==> src/sv/rgb_to_hsv_pixel_assert.svh <==
// Assertion macros shared by the rgb_to_hsv_pixel RTL.
// Depends on nothing; included by the modules that carry checks.
`ifndef RGB_TO_HSV_PIXEL_ASSERT_SVH
`define RGB_TO_HSV_PIXEL_ASSERT_SVH

// Same-cycle implication, disabled while reset is asserted.
`define RHSV_ASSERT_IMP(lbl, clk, rstn, ante, cons) \
  lbl: assert property (@(posedge clk) disable iff (!rstn) (ante) |-> (cons)) \
    else $error("rgb_to_hsv_pixel: same-cycle check failed");

// Next-cycle implication, disabled while reset is asserted.
`define RHSV_ASSERT_NXT(lbl, clk, rstn, ante, cons) \
  lbl: assert property (@(posedge clk) disable iff (!rstn) (ante) |=> (cons)) \
    else $error("rgb_to_hsv_pixel: next-cycle check failed");

`endif

==> src/sv/rhsv_pkg.sv <==
// Package for the RGB to HSV pixel converter: payload types, work item
// format, divider pipeline stage format and fixed constants. No dependencies.
package rhsv_pkg;

  localparam int CHAN_W   = 8;
  localparam int HUE_W    = 15;
  localparam int SAT_W    = 13;
  localparam int HNUM_W   = 24;   // 7680 * 1530 + 255 fits in 24 bits
  localparam int SNUM_W   = 21;   // 8192 * 255 + 255 fits in 21 bits
  localparam int DIV_W    = 9;    // twice an 8-bit channel value
  localparam int ARG_W    = 11;   // sector numerator, at most six times the spread

  localparam int HUE_QW   = 15;   // quotient bits of the hue division
  localparam int SAT_QW   = 13;   // quotient bits of the saturation division

  localparam logic [HUE_W-1:0] HUE_TURN    = 15'd23040;
  localparam logic [HUE_W-1:0] HUE_BASE_R  = 15'd0;
  localparam logic [HUE_W-1:0] HUE_BASE_G  = 15'd3840;   // 120 degrees minus 60
  localparam logic [HUE_W-1:0] HUE_BASE_B  = 15'd11520;  // 240 degrees minus 60
  localparam logic [SAT_W-1:0] SAT_ONE     = 13'd4096;

  localparam int RHSV_FIFO_DEPTH = 4;

  typedef struct packed {
    logic [CHAN_W-1:0] red;
    logic [CHAN_W-1:0] green;
    logic [CHAN_W-1:0] blue;
  } rhsv_in_t;

  typedef struct packed {
    logic [HUE_W-1:0]  hue_angle;
    logic [SAT_W-1:0]  sat_level;
    logic [CHAN_W-1:0] val_level;
  } rhsv_out_t;

  // Classified pixel: both divisions set up, ready for the back end.
  typedef struct packed {
    logic [HNUM_W-1:0] hue_num;
    logic [DIV_W-1:0]  hue_div;
    logic [HUE_W-1:0]  hue_base;
    logic              hue_zero;
    logic [SNUM_W-1:0] sat_num;
    logic [DIV_W-1:0]  sat_div;
    logic              sat_zero;
    logic [CHAN_W-1:0] val;
  } rhsv_work_t;

  // One stage of the restoring divider pipeline.
  typedef struct packed {
    logic [HNUM_W-1:0] hrem;
    logic [HUE_QW-1:0] hq;
    logic [DIV_W-1:0]  hdiv;
    logic [HUE_W-1:0]  hbase;
    logic              hzero;
    logic [SNUM_W-1:0] srem;
    logic [SAT_QW-1:0] sq;
    logic [DIV_W-1:0]  sdiv;
    logic              szero;
    logic [CHAN_W-1:0] val;
  } rhsv_stg_t;

endpackage

==> src/sv/rhsv_front.sv <==
// Front end of the RGB to HSV converter: finds max, min, spread and sector
// and sets up the hue and saturation divisions. Depends on rhsv_pkg.
module rhsv_front import rhsv_pkg::*; (
  input  rhsv_in_t   pix,
  output rhsv_work_t work
);

  logic [CHAN_W-1:0] mx, mn, d;
  logic [ARG_W-1:0]  arg;
  logic [ARG_W-1:0]  d6;
  logic [HNUM_W-1:0] arg_w;

  always_comb begin
    mx = pix.red;
    mn = pix.red;
    if (pix.green > mx) mx = pix.green;
    if (pix.blue  > mx) mx = pix.blue;
    if (pix.green < mn) mn = pix.green;
    if (pix.blue  < mn) mn = pix.blue;
    d  = mx - mn;
    d6 = (ARG_W'(d) << 2) + (ARG_W'(d) << 1);

    // Each sector numerator is shifted to be non-negative; the base offset, or the
    // full-turn wrap for red, absorbs the shift so the quotient stays a floor of a positive value.
    if (mx == pix.red) begin
      if (pix.green >= pix.blue) begin
        arg = ARG_W'(pix.green) - ARG_W'(pix.blue);
      end else begin
        arg = d6 - (ARG_W'(pix.blue) - ARG_W'(pix.green));
      end
      work.hue_base = HUE_BASE_R;
    end else if (mx == pix.green) begin
      arg = ARG_W'(pix.blue) + ARG_W'(d) - ARG_W'(pix.red);
      work.hue_base = HUE_BASE_G;
    end else begin
      arg = ARG_W'(pix.red) + ARG_W'(d) - ARG_W'(pix.green);
      work.hue_base = HUE_BASE_B;
    end

    // 7680 = 8192 - 512, plus d for round-half-up against a divisor of 2d.
    arg_w         = HNUM_W'(arg);
    work.hue_num  = (arg_w << 13) - (arg_w << 9) + HNUM_W'(d);
    work.hue_div  = {d, 1'b0};
    work.hue_zero = (d == '0);
    work.sat_num  = (SNUM_W'(d) << 13) + SNUM_W'(mx);
    work.sat_div  = {mx, 1'b0};
    work.sat_zero = (mx == '0);
    work.val      = mx;
  end

endmodule

==> src/sv/rhsv_fifo.sv <==
// Short queue between the front and back ends of the RGB to HSV converter.
// Depends on rhsv_pkg and the assertion macro header.
`include "rgb_to_hsv_pixel_assert.svh"

module rhsv_fifo import rhsv_pkg::*; #(
  parameter int DEPTH = RHSV_FIFO_DEPTH
) (
  input  logic       clk,
  input  logic       rst_n,
  input  logic       push,
  input  rhsv_work_t wdata,
  input  logic       pop,
  output rhsv_work_t rdata,
  output logic       full,
  output logic       empty
);

  localparam int PW = (DEPTH > 1) ? $clog2(DEPTH) : 1;
  localparam int CW = $clog2(DEPTH + 1);

  rhsv_work_t        mem_r [DEPTH];
  logic [PW-1:0]     wptr_r, wptr_nxt;
  logic [PW-1:0]     rptr_r, rptr_nxt;
  logic [CW-1:0]     cnt_r, cnt_nxt;

  assign full  = (cnt_r == CW'(DEPTH));
  assign empty = (cnt_r == '0);
  assign rdata = mem_r[rptr_r];

  always_comb begin
    wptr_nxt = wptr_r;
    rptr_nxt = rptr_r;
    cnt_nxt  = cnt_r;
    if (push) begin
      wptr_nxt = (wptr_r == PW'(DEPTH - 1)) ? '0 : wptr_r + 1'b1;
    end
    if (pop) begin
      rptr_nxt = (rptr_r == PW'(DEPTH - 1)) ? '0 : rptr_r + 1'b1;
    end
    if (push && !pop) begin
      cnt_nxt = cnt_r + 1'b1;
    end else if (pop && !push) begin
      cnt_nxt = cnt_r - 1'b1;
    end
  end

  always_ff @(posedge clk) begin
    if (!rst_n) begin
      wptr_r <= '0;
      rptr_r <= '0;
      cnt_r  <= '0;
    end else begin
      wptr_r <= wptr_nxt;
      rptr_r <= rptr_nxt;
      cnt_r  <= cnt_nxt;
    end
  end

  always_ff @(posedge clk) begin
    if (push) begin
      mem_r[wptr_r] <= wdata;
    end
  end

  `RHSV_ASSERT_IMP(a_no_push_full, clk, rst_n, push, !full)
  `RHSV_ASSERT_IMP(a_no_pop_empty, clk, rst_n, pop, !empty)
  `RHSV_ASSERT_NXT(a_cnt_up, clk, rst_n, push && !pop, cnt_r == $past(cnt_r) + 1'b1)

endmodule

==> src/sv/rhsv_back.sv <==
// Back end of the RGB to HSV converter: a restoring divider pipeline (one hue
// quotient bit per stage, saturation bits only in the 13 low bit positions), then the output register.
// Depends on rhsv_pkg and the assertion macro header.
`include "rgb_to_hsv_pixel_assert.svh"

module rhsv_back import rhsv_pkg::*; (
  input  logic       clk,
  input  logic       rst_n,
  input  rhsv_work_t head,
  input  logic       q_empty,
  output logic       q_pop,
  output logic       out_valid,
  input  logic       out_stall,
  output rhsv_out_t  out_pix
);

  localparam int NSTG = HUE_QW;

  logic            adv;
  logic [NSTG-1:0] vld_r;
  rhsv_stg_t       src     [NSTG];
  rhsv_stg_t       stg_r   [NSTG];
  rhsv_stg_t       stg_nxt [NSTG];
  logic            out_valid_r;
  rhsv_out_t       out_pix_r, out_pix_nxt;
  logic [HUE_W:0]  hue_sum;

  // The whole pipeline moves together unless a finished result is held.
  assign adv   = !out_valid_r || !out_stall;
  assign q_pop = adv && !q_empty;

  always_comb begin
    src[0].hrem  = head.hue_num;
    src[0].hq    = '0;
    src[0].hdiv  = head.hue_div;
    src[0].hbase = head.hue_base;
    src[0].hzero = head.hue_zero;
    src[0].srem  = head.sat_num;
    src[0].sq    = '0;
    src[0].sdiv  = head.sat_div;
    src[0].szero = head.sat_zero;
    src[0].val   = head.val;
  end

  for (genvar k = 1; k < NSTG; k++) begin : g_src
    assign src[k] = stg_r[k-1];
  end

  for (genvar k = 0; k < NSTG; k++) begin : g_stg
    localparam int QB = NSTG - 1 - k;
    logic [HNUM_W-1:0] hsh;
    logic [SNUM_W-1:0] srem_n;
    logic [SAT_QW-1:0] sq_n;

    assign hsh = HNUM_W'(src[k].hdiv) << QB;

    if (QB < SAT_QW) begin : g_sat
      logic [SNUM_W-1:0] ssh;
      assign ssh = SNUM_W'(src[k].sdiv) << QB;
      always_comb begin
        srem_n = src[k].srem;
        sq_n   = src[k].sq;
        if (src[k].srem >= ssh) begin
          srem_n   = src[k].srem - ssh;
          sq_n[QB] = 1'b1;
        end
      end
    end else begin : g_nosat
      assign srem_n = src[k].srem;
      assign sq_n   = src[k].sq;
    end

    always_comb begin
      stg_nxt[k]      = src[k];
      stg_nxt[k].srem = srem_n;
      stg_nxt[k].sq   = sq_n;
      if (src[k].hrem >= hsh) begin
        stg_nxt[k].hrem   = src[k].hrem - hsh;
        stg_nxt[k].hq[QB] = 1'b1;
      end
    end

    always_ff @(posedge clk) begin
      if (adv) begin
        stg_r[k] <= stg_nxt[k];
      end
    end
  end

  always_comb begin
    hue_sum = (HUE_W + 1)'(stg_r[NSTG-1].hbase) + (HUE_W + 1)'(stg_r[NSTG-1].hq);
    if (hue_sum >= (HUE_W + 1)'(HUE_TURN)) begin
      hue_sum = hue_sum - (HUE_W + 1)'(HUE_TURN);
    end
    out_pix_nxt.hue_angle = stg_r[NSTG-1].hzero ? '0 : hue_sum[HUE_W-1:0];
    out_pix_nxt.sat_level = stg_r[NSTG-1].szero ? '0 : stg_r[NSTG-1].sq;
    out_pix_nxt.val_level = stg_r[NSTG-1].val;
  end

  always_ff @(posedge clk) begin
    if (!rst_n) begin
      vld_r       <= '0;
      out_valid_r <= 1'b0;
    end else if (adv) begin
      vld_r       <= {vld_r[NSTG-2:0], q_pop};
      out_valid_r <= vld_r[NSTG-1];
    end
  end

  always_ff @(posedge clk) begin
    if (adv) begin
      out_pix_r <= out_pix_nxt;
    end
  end

  assign out_valid = out_valid_r;
  assign out_pix   = out_pix_r;

  `RHSV_ASSERT_IMP(a_hue_range, clk, rst_n, out_valid_r, out_pix_r.hue_angle < HUE_TURN)
  `RHSV_ASSERT_IMP(a_sat_range, clk, rst_n, out_valid_r, out_pix_r.sat_level <= SAT_ONE)
  `RHSV_ASSERT_NXT(a_freeze, clk, rst_n, out_valid_r && out_stall, $stable(vld_r))

endmodule

==> src/sv/rgb_to_hsv_pixel.sv <==
// Top level of the RGB to HSV pixel converter.
// Depends on rhsv_pkg, rhsv_front, rhsv_fifo and rhsv_back.
//
//   channel   direction   handshake              payload
//   in_       input       in_valid / in_stall    in_pix  (rhsv_in_t: red, green, blue)
//   out_      output      out_valid / out_stall  out_pix (rhsv_out_t: hue, sat, value)
//
// One pixel is accepted per clock and one result leaves per clock when neither
// side stalls. From an input transfer to its output, a pixel passes through
// the queue storage, 15 divider stages (one quotient bit of the hue division
// each, the 13-bit saturation division riding alongside), and the output register.
// Reset is synchronous and active low; it empties the queue and clears the
// valid bits of the divider pipeline and of the output register, nothing else.
// A stall on the output while a result is waiting freezes the divider pipeline;
// the queue keeps taking pixels until it is full, and only then is in_stall raised.
module rgb_to_hsv_pixel import rhsv_pkg::*; #(
  parameter int FIFO_DEPTH = RHSV_FIFO_DEPTH
) (
  input  logic      clk,
  input  logic      rst_n,
  input  logic      in_valid,
  output logic      in_stall,
  input  rhsv_in_t  in_pix,
  output logic      out_valid,
  input  logic      out_stall,
  output rhsv_out_t out_pix
);

  rhsv_work_t work_in;
  rhsv_work_t work_head;
  logic       q_full;
  logic       q_empty;
  logic       q_push;
  logic       q_pop;

  // The front end classifies the pixel in the cycle of its transfer, and the
  // classified item goes straight into the queue.
  rhsv_front u_front (
    .pix  (in_pix),
    .work (work_in)
  );

  // The stall depends only on the queue fill, never on in_valid.
  assign in_stall = q_full;
  assign q_push   = in_valid && !q_full;

  rhsv_fifo #(
    .DEPTH (FIFO_DEPTH)
  ) u_fifo (
    .clk   (clk),
    .rst_n (rst_n),
    .push  (q_push),
    .wdata (work_in),
    .pop   (q_pop),
    .rdata (work_head),
    .full  (q_full),
    .empty (q_empty)
  );

  // The back end pulls one item per cycle from a non-empty queue while its output is free to move.
  rhsv_back u_back (
    .clk       (clk),
    .rst_n     (rst_n),
    .head      (work_head),
    .q_empty   (q_empty),
    .q_pop     (q_pop),
    .out_valid (out_valid),
    .out_stall (out_stall),
    .out_pix   (out_pix)
  );

endmodule
==> config.mk <==
export PLATFORM = sky130hd
export DESIGN_NAME = rgb_to_hsv_pixel
export DESIGN_NICKNAME = d
export VERILOG_FILES = /design/src/sv/rhsv_pkg.sv /design/src/sv/rhsv_front.sv /design/src/sv/rhsv_fifo.sv /design/src/sv/rhsv_back.sv /design/src/sv/rgb_to_hsv_pixel.sv
export VERILOG_INCLUDE_DIRS = /design/src /design/src/sv
export SDC_FILE = /design/constraint.sdc
export NUM_CORES = 2
export LEC_CHECK = 0
export ABC_AREA = 1
export ABC_CLOCK_PERIOD_IN_PS = 77800
export BUFFER_PORTS_ARGS = -buffer_cell sky130_fd_sc_hd__buf_2
export CORE_AREA = 8 8 412 334
export DETAILED_ROUTE_END_ITERATION = 10
export DIE_AREA = 0 0 420 342
export SYNTH_ARGS = -nofsm -noshare
export SYNTH_HDL_FRONTEND = slang
export SYNTH_SLANG_ARGS = --single-unit
==> constraint.sdc <==
create_clock -name clk -period 77.8 [get_ports clk]
set_input_delay 15.56 -clock clk [delete_from_list [all_inputs] [get_ports clk]]
set_output_delay 15.56 -clock clk [all_outputs]
set_load 0.02 [all_outputs]
Word level (Yosys, flattened, before mapping)
Memory sizes are Yosys's and may differ from the RTL's. A register that Yosys moved wholly into a read port is not among the register bits.
Cells that the tools add are included.

storage, ports and cells
  register bits after elaboration = 59
  memories = 2
  bits in writable memories = 2084
  input bits = 28

memories
  name          depth  bits a word  read ports  clocked after memory_dff  write ports  line             source
  u_back.stg_r  15     116          15          0                         15           rhsv_back.sv:22  rhsv_stg_t stg_r [NSTG];
  u_fifo.mem_r  4      86           1           1                         1            rhsv_fifo.sv:21  rhsv_work_t mem_r [DEPTH];

operators by class
  order comparisons = 34
  add/subtract/negate cells = 46
  eq/ne operators = 5
  mux-type cells = 75
  reductions and logical operators = 15

operator list
  cell              count
  $mux W24          14
  $mux W21          13
  $sub A24 B20 Y24  2
  $mux W11          3
  $mux W8           4
  $mux W1           31
  $mux W15          2
  $mux W25          1
  $add A24 B8 Y24   1
  $ge A24 B10 Y1    1
  $ge A24 B11 Y1    1
  $ge A24 B12 Y1    1
  $ge A24 B13 Y1    1
  $ge A24 B14 Y1    1
  $ge A24 B15 Y1    1
  $ge A24 B16 Y1    1
  $ge A24 B17 Y1    1
  $ge A24 B18 Y1    1
  $ge A24 B19 Y1    1
  $ge A24 B20 Y1    1
  $ge A24 B21 Y1    1
  $ge A24 B22 Y1    1
  $ge A24 B23 Y1    1
  $ge A24 B9 Y1     1
  other kinds (68)  89

Logic depth before layout (Yosys ltp)
  depth after elaboration = 11
  mapped depth = 59

Cells and area by module
A second synthesis with hierarchy kept.

unflattened totals
  cells, all modules = 7164
  area, all modules = 85363.1 µm²

modules (own cells, without submodules)
  module            sequential area each (µm²)  cells an instance  times used  area an instance (µm²)
  rhsv_back         45483.6                     5411               1           66591.4
  rhsv_fifo         10750.3                     909                1           13454.2
  rhsv_front        0.0                         842                1           5307.6
  rgb_to_hsv_pixel  0.0                         2                  1           10.0

Least setup slack after synthesis
OpenSTA, ideal clock, no wires.

  path kind = input to register
  from = input out_stall
  to = register, netlist name u_back.out_pix[0]
  library setup time = 1766 ps
  slack = 33033 ps
  stages = 2
  arrival = 43002 ps
  path through = nand2_1 > clkbuf_1

between the ends
  cells in the longest elaborated chain, start to end = 2

RTL lines
  element             line                    source
  from (decl)         rgb_to_hsv_pixel.sv:25  input logic out_stall,
  $logic_not A1 Y1    rhsv_back.sv:29         assign adv = !out_valid_r || !out_stall;
  $logic_or A1 B1 Y1  rhsv_back.sv:29
  net u_back.adv      rhsv_back.sv:19         logic adv;

The timed path passes the listed nets, and every way through them passes these cells.
A chain may end at the register's enable or synchronous reset.

==> flow_summary.ini <==
[setup_path]
critPathRequiredTime_ns = 78.24
slowest_delay_ns = 0.88
cp-end-kind = flip-flop
path_class = in2reg
path_delay_family = simple AND/OR/NAND/NOR gates
crit_slowest_cell = xor2_1
crit_top_cell = nand2_1
critPathArrivalTime_ns = 25.32
crit_fanout = 20
rr_worst_depth = 17
cp_num_cells = 49
critPathLaunchType = primary input
path_buf_inv = 6

[finish]
diodes = 0
final_nets = 5693
area_growth_pct = 11.6
drive_above_1_share_pct = 6.58

[floorplanning]
die_area_um2 = 144000
die_w_um = 420
io-pin-count = 66
initial_core_util_pct = 44.7
core_region_area_um2 = 131000
die_h_um = 342
fp-row-count = 119

[route]
route.vias.total = 35800
drtIter0Drc = 2284
drt_pre_antenna_iters = 7
drt-vias-per-instance = 5.01
routedWlPerCell_um = 15.7
drt-total-wl_um = 112000
antenna_left = 0
drc = 0

[logic_synthesis]
synth-adder-area-share_pct = 8.64
ys_top_cells_by_count = edfxtp_1, nand2_1, inv_1
syn-instance-count = 5152
yosys-top-cells-area = edfxtp_1, ha_1, nand2_1
ys_seq_elements = 1204
seq_area_frac_synth_pct = 61.5
syn-cell-area_um2 = 58400
synth_edf_count = 1179
synth_area_leader_cell = edfxtp_1
synth_most_common_cell = edfxtp_1
synth_xor_area_share_pct = 4.66
yosysTopAreaCellShare_pct = 60.6
ys_warn_count = 0
ys_types = 69
yosys.area_share.simple_pct = 11.8
synth_top_family_by_area = simple AND/OR/NAND/NOR gates
syn_area_per_cell_um2 = 11.3
async_flop_share_pct = 0
synthMuxAreaShare_pct = 0.0171
synth-main-ff-cell = edfxtp_1
synth_compound_gate_area_share_pct = 8.34

[clock_network]
cts_resized = 0
htree_levels = 3
path_clk_slew_ns = 0.06
cts_tree = yes
root_buffer = clkbuf_16
clockBufferDepth = 3
cts_setup_buffers = 0
cts.sinks = 1204
cts_made_buffers = 119
clock_latency_ns = 0.74
cts_hold_buffers = 0

[grt]
grt_pass1_wl_um = 183000
grt_overflow_total = 0
grt_max_degree = 205
grt_usage_pct = 15.5
grt_pass1_vias = 35200
antenna_found_initial = 1

[place]
gp_routability_congestion = 0.882
place_ws_ns = 52.38
portBuffers = 65
place.detailed.hpwl_um = 80100

[sta]
max_freq_mhz = 40.2
hold_viol_final = 0
worst_pin_slew_ns = 1.16
rsz0062_at_grt = false
drv_slew = 0
slew-limit-headroom_pct = 22.0
min_period_ns = 24.88
fin_crit_sh_pct = 32.0
setup_tns_ns = 0
finalSetupViolCount = 0
finalWorstSetupSlack_ns = 52.92
fin_skew_ns = 0.0334

[run]
drv_cap = 0

[outcome]
status = complete, no violations

[worst_hold_path]
hp-class = reg2reg
hold_path_depth = 0
-- metal layers --
| metal | part of all wire (%) | vias up | GRT usage, % |
|---|---|---|---|
| met5 | 0.012 | - | 0 |
| met4 | 2.4 | 2 | 4.38 |
| met3 | 3.2 | 197 | 2.29 |
| met2 | 48 | 490 | 26.4 |
| met1 | 47 | 16900 | 20.6 |
| li1 | - | 18300 | - |
-- placed cells by master (no fill, tap or decap), types with 22 or more instances in the layout --
| cell | synthesis | final |
|---|---|---|
| xnor2_1 | 115 | 115 |
| a21oi_1 | 288 | 288 |
| nor2_1 | 475 | 471 |
| o22ai_1 | 34 | 34 |
| o21ai_0 | 415 | 414 |
| dfxtp_1 | 25 | 24 |
| nor4_1 | 62 | 62 |
| inv_1 | 699 | 697 |
| xor2_1 | 196 | 196 |
| fa_1 | 44 | 44 |
| edfxtp_1 | 1179 | 1179 |
| nand3_1 | 146 | 146 |
| a211oi_1 | 22 | 22 |
| ha_1 | 333 | 333 |
| clkinv_1 | 0 | 23 |
| nand4_1 | 50 | 50 |
| nand2_1 | 706 | 705 |
| buf_2 | 1 | 65 |
| bufinv_16 | 0 | 29 |
| clkbuf_16 | 0 | 120 |
| clkinv_2 | 1 | 25 |
| nand2_2 | 22 | 22 |
| nor3_1 | 75 | 75 |
-- area by class of cell --
type                    count  area, µm²
inverters                 704       2640
multi-input cells        3175      19600
flip-flops and latches   1204      35900
repair buffers             84        505
clock buffers             129       3040
fillers                 11400      65400
clock inverters            97       1320
well taps                1754       2190
-- registers in the layout, indices dropped and copies added, names as in the netlist, named ones only --
signal            flops
u_back.out_pix       36
u_back.out_valid      1
u_back.stg_r        975
u_back.vld_r         15
u_fifo.cnt_r          3
u_fifo.mem_r        168
u_fifo.rptr_r         2
u_fifo.wptr_r         2
-- per-stage QoR --
stage	hold WS (ns)	util, %	cell area, µm²	std cells
6_report	0.394	49.9	65200	7147
5_1_grt	0.387	49.9	65200	7147
4_1_cts	0.384	49.9	65200	7147
3_5_place_dp	0.405	46.6	60900	6921
3_3_place_gp	0.400	46.6	60900	6921
2_1_floorplan	0.400	-	58400	5155
-- cell families after synthesis --
group | count (synthesis)
other cells | 1
compound gates | 881
buf+inv | 776
fa+ha+maj | 377
simple gates | 1601
xor+xnor | 311
mux | 1
flops | 1204
-- path summary, 6_finish.rpt --
check                      startpoint                    to  slack, ns
setup / recovery           in_pix[17]   u_fifo.mem_r[1][84]      52.92
hold / removal    u_back.stg_r[6][64]  u_back.stg_r[6][180]       0.39
setup reg to reg            flip-flop  u_back.stg_r[0][115]      73.02
hold reg to reg   u_back.stg_r[6][64]  u_back.stg_r[6][180]       0.39
Power is left out: the tool's default activity adds up to more than one toggle a clock period on the data nets, which glitch-free logic cannot reach.
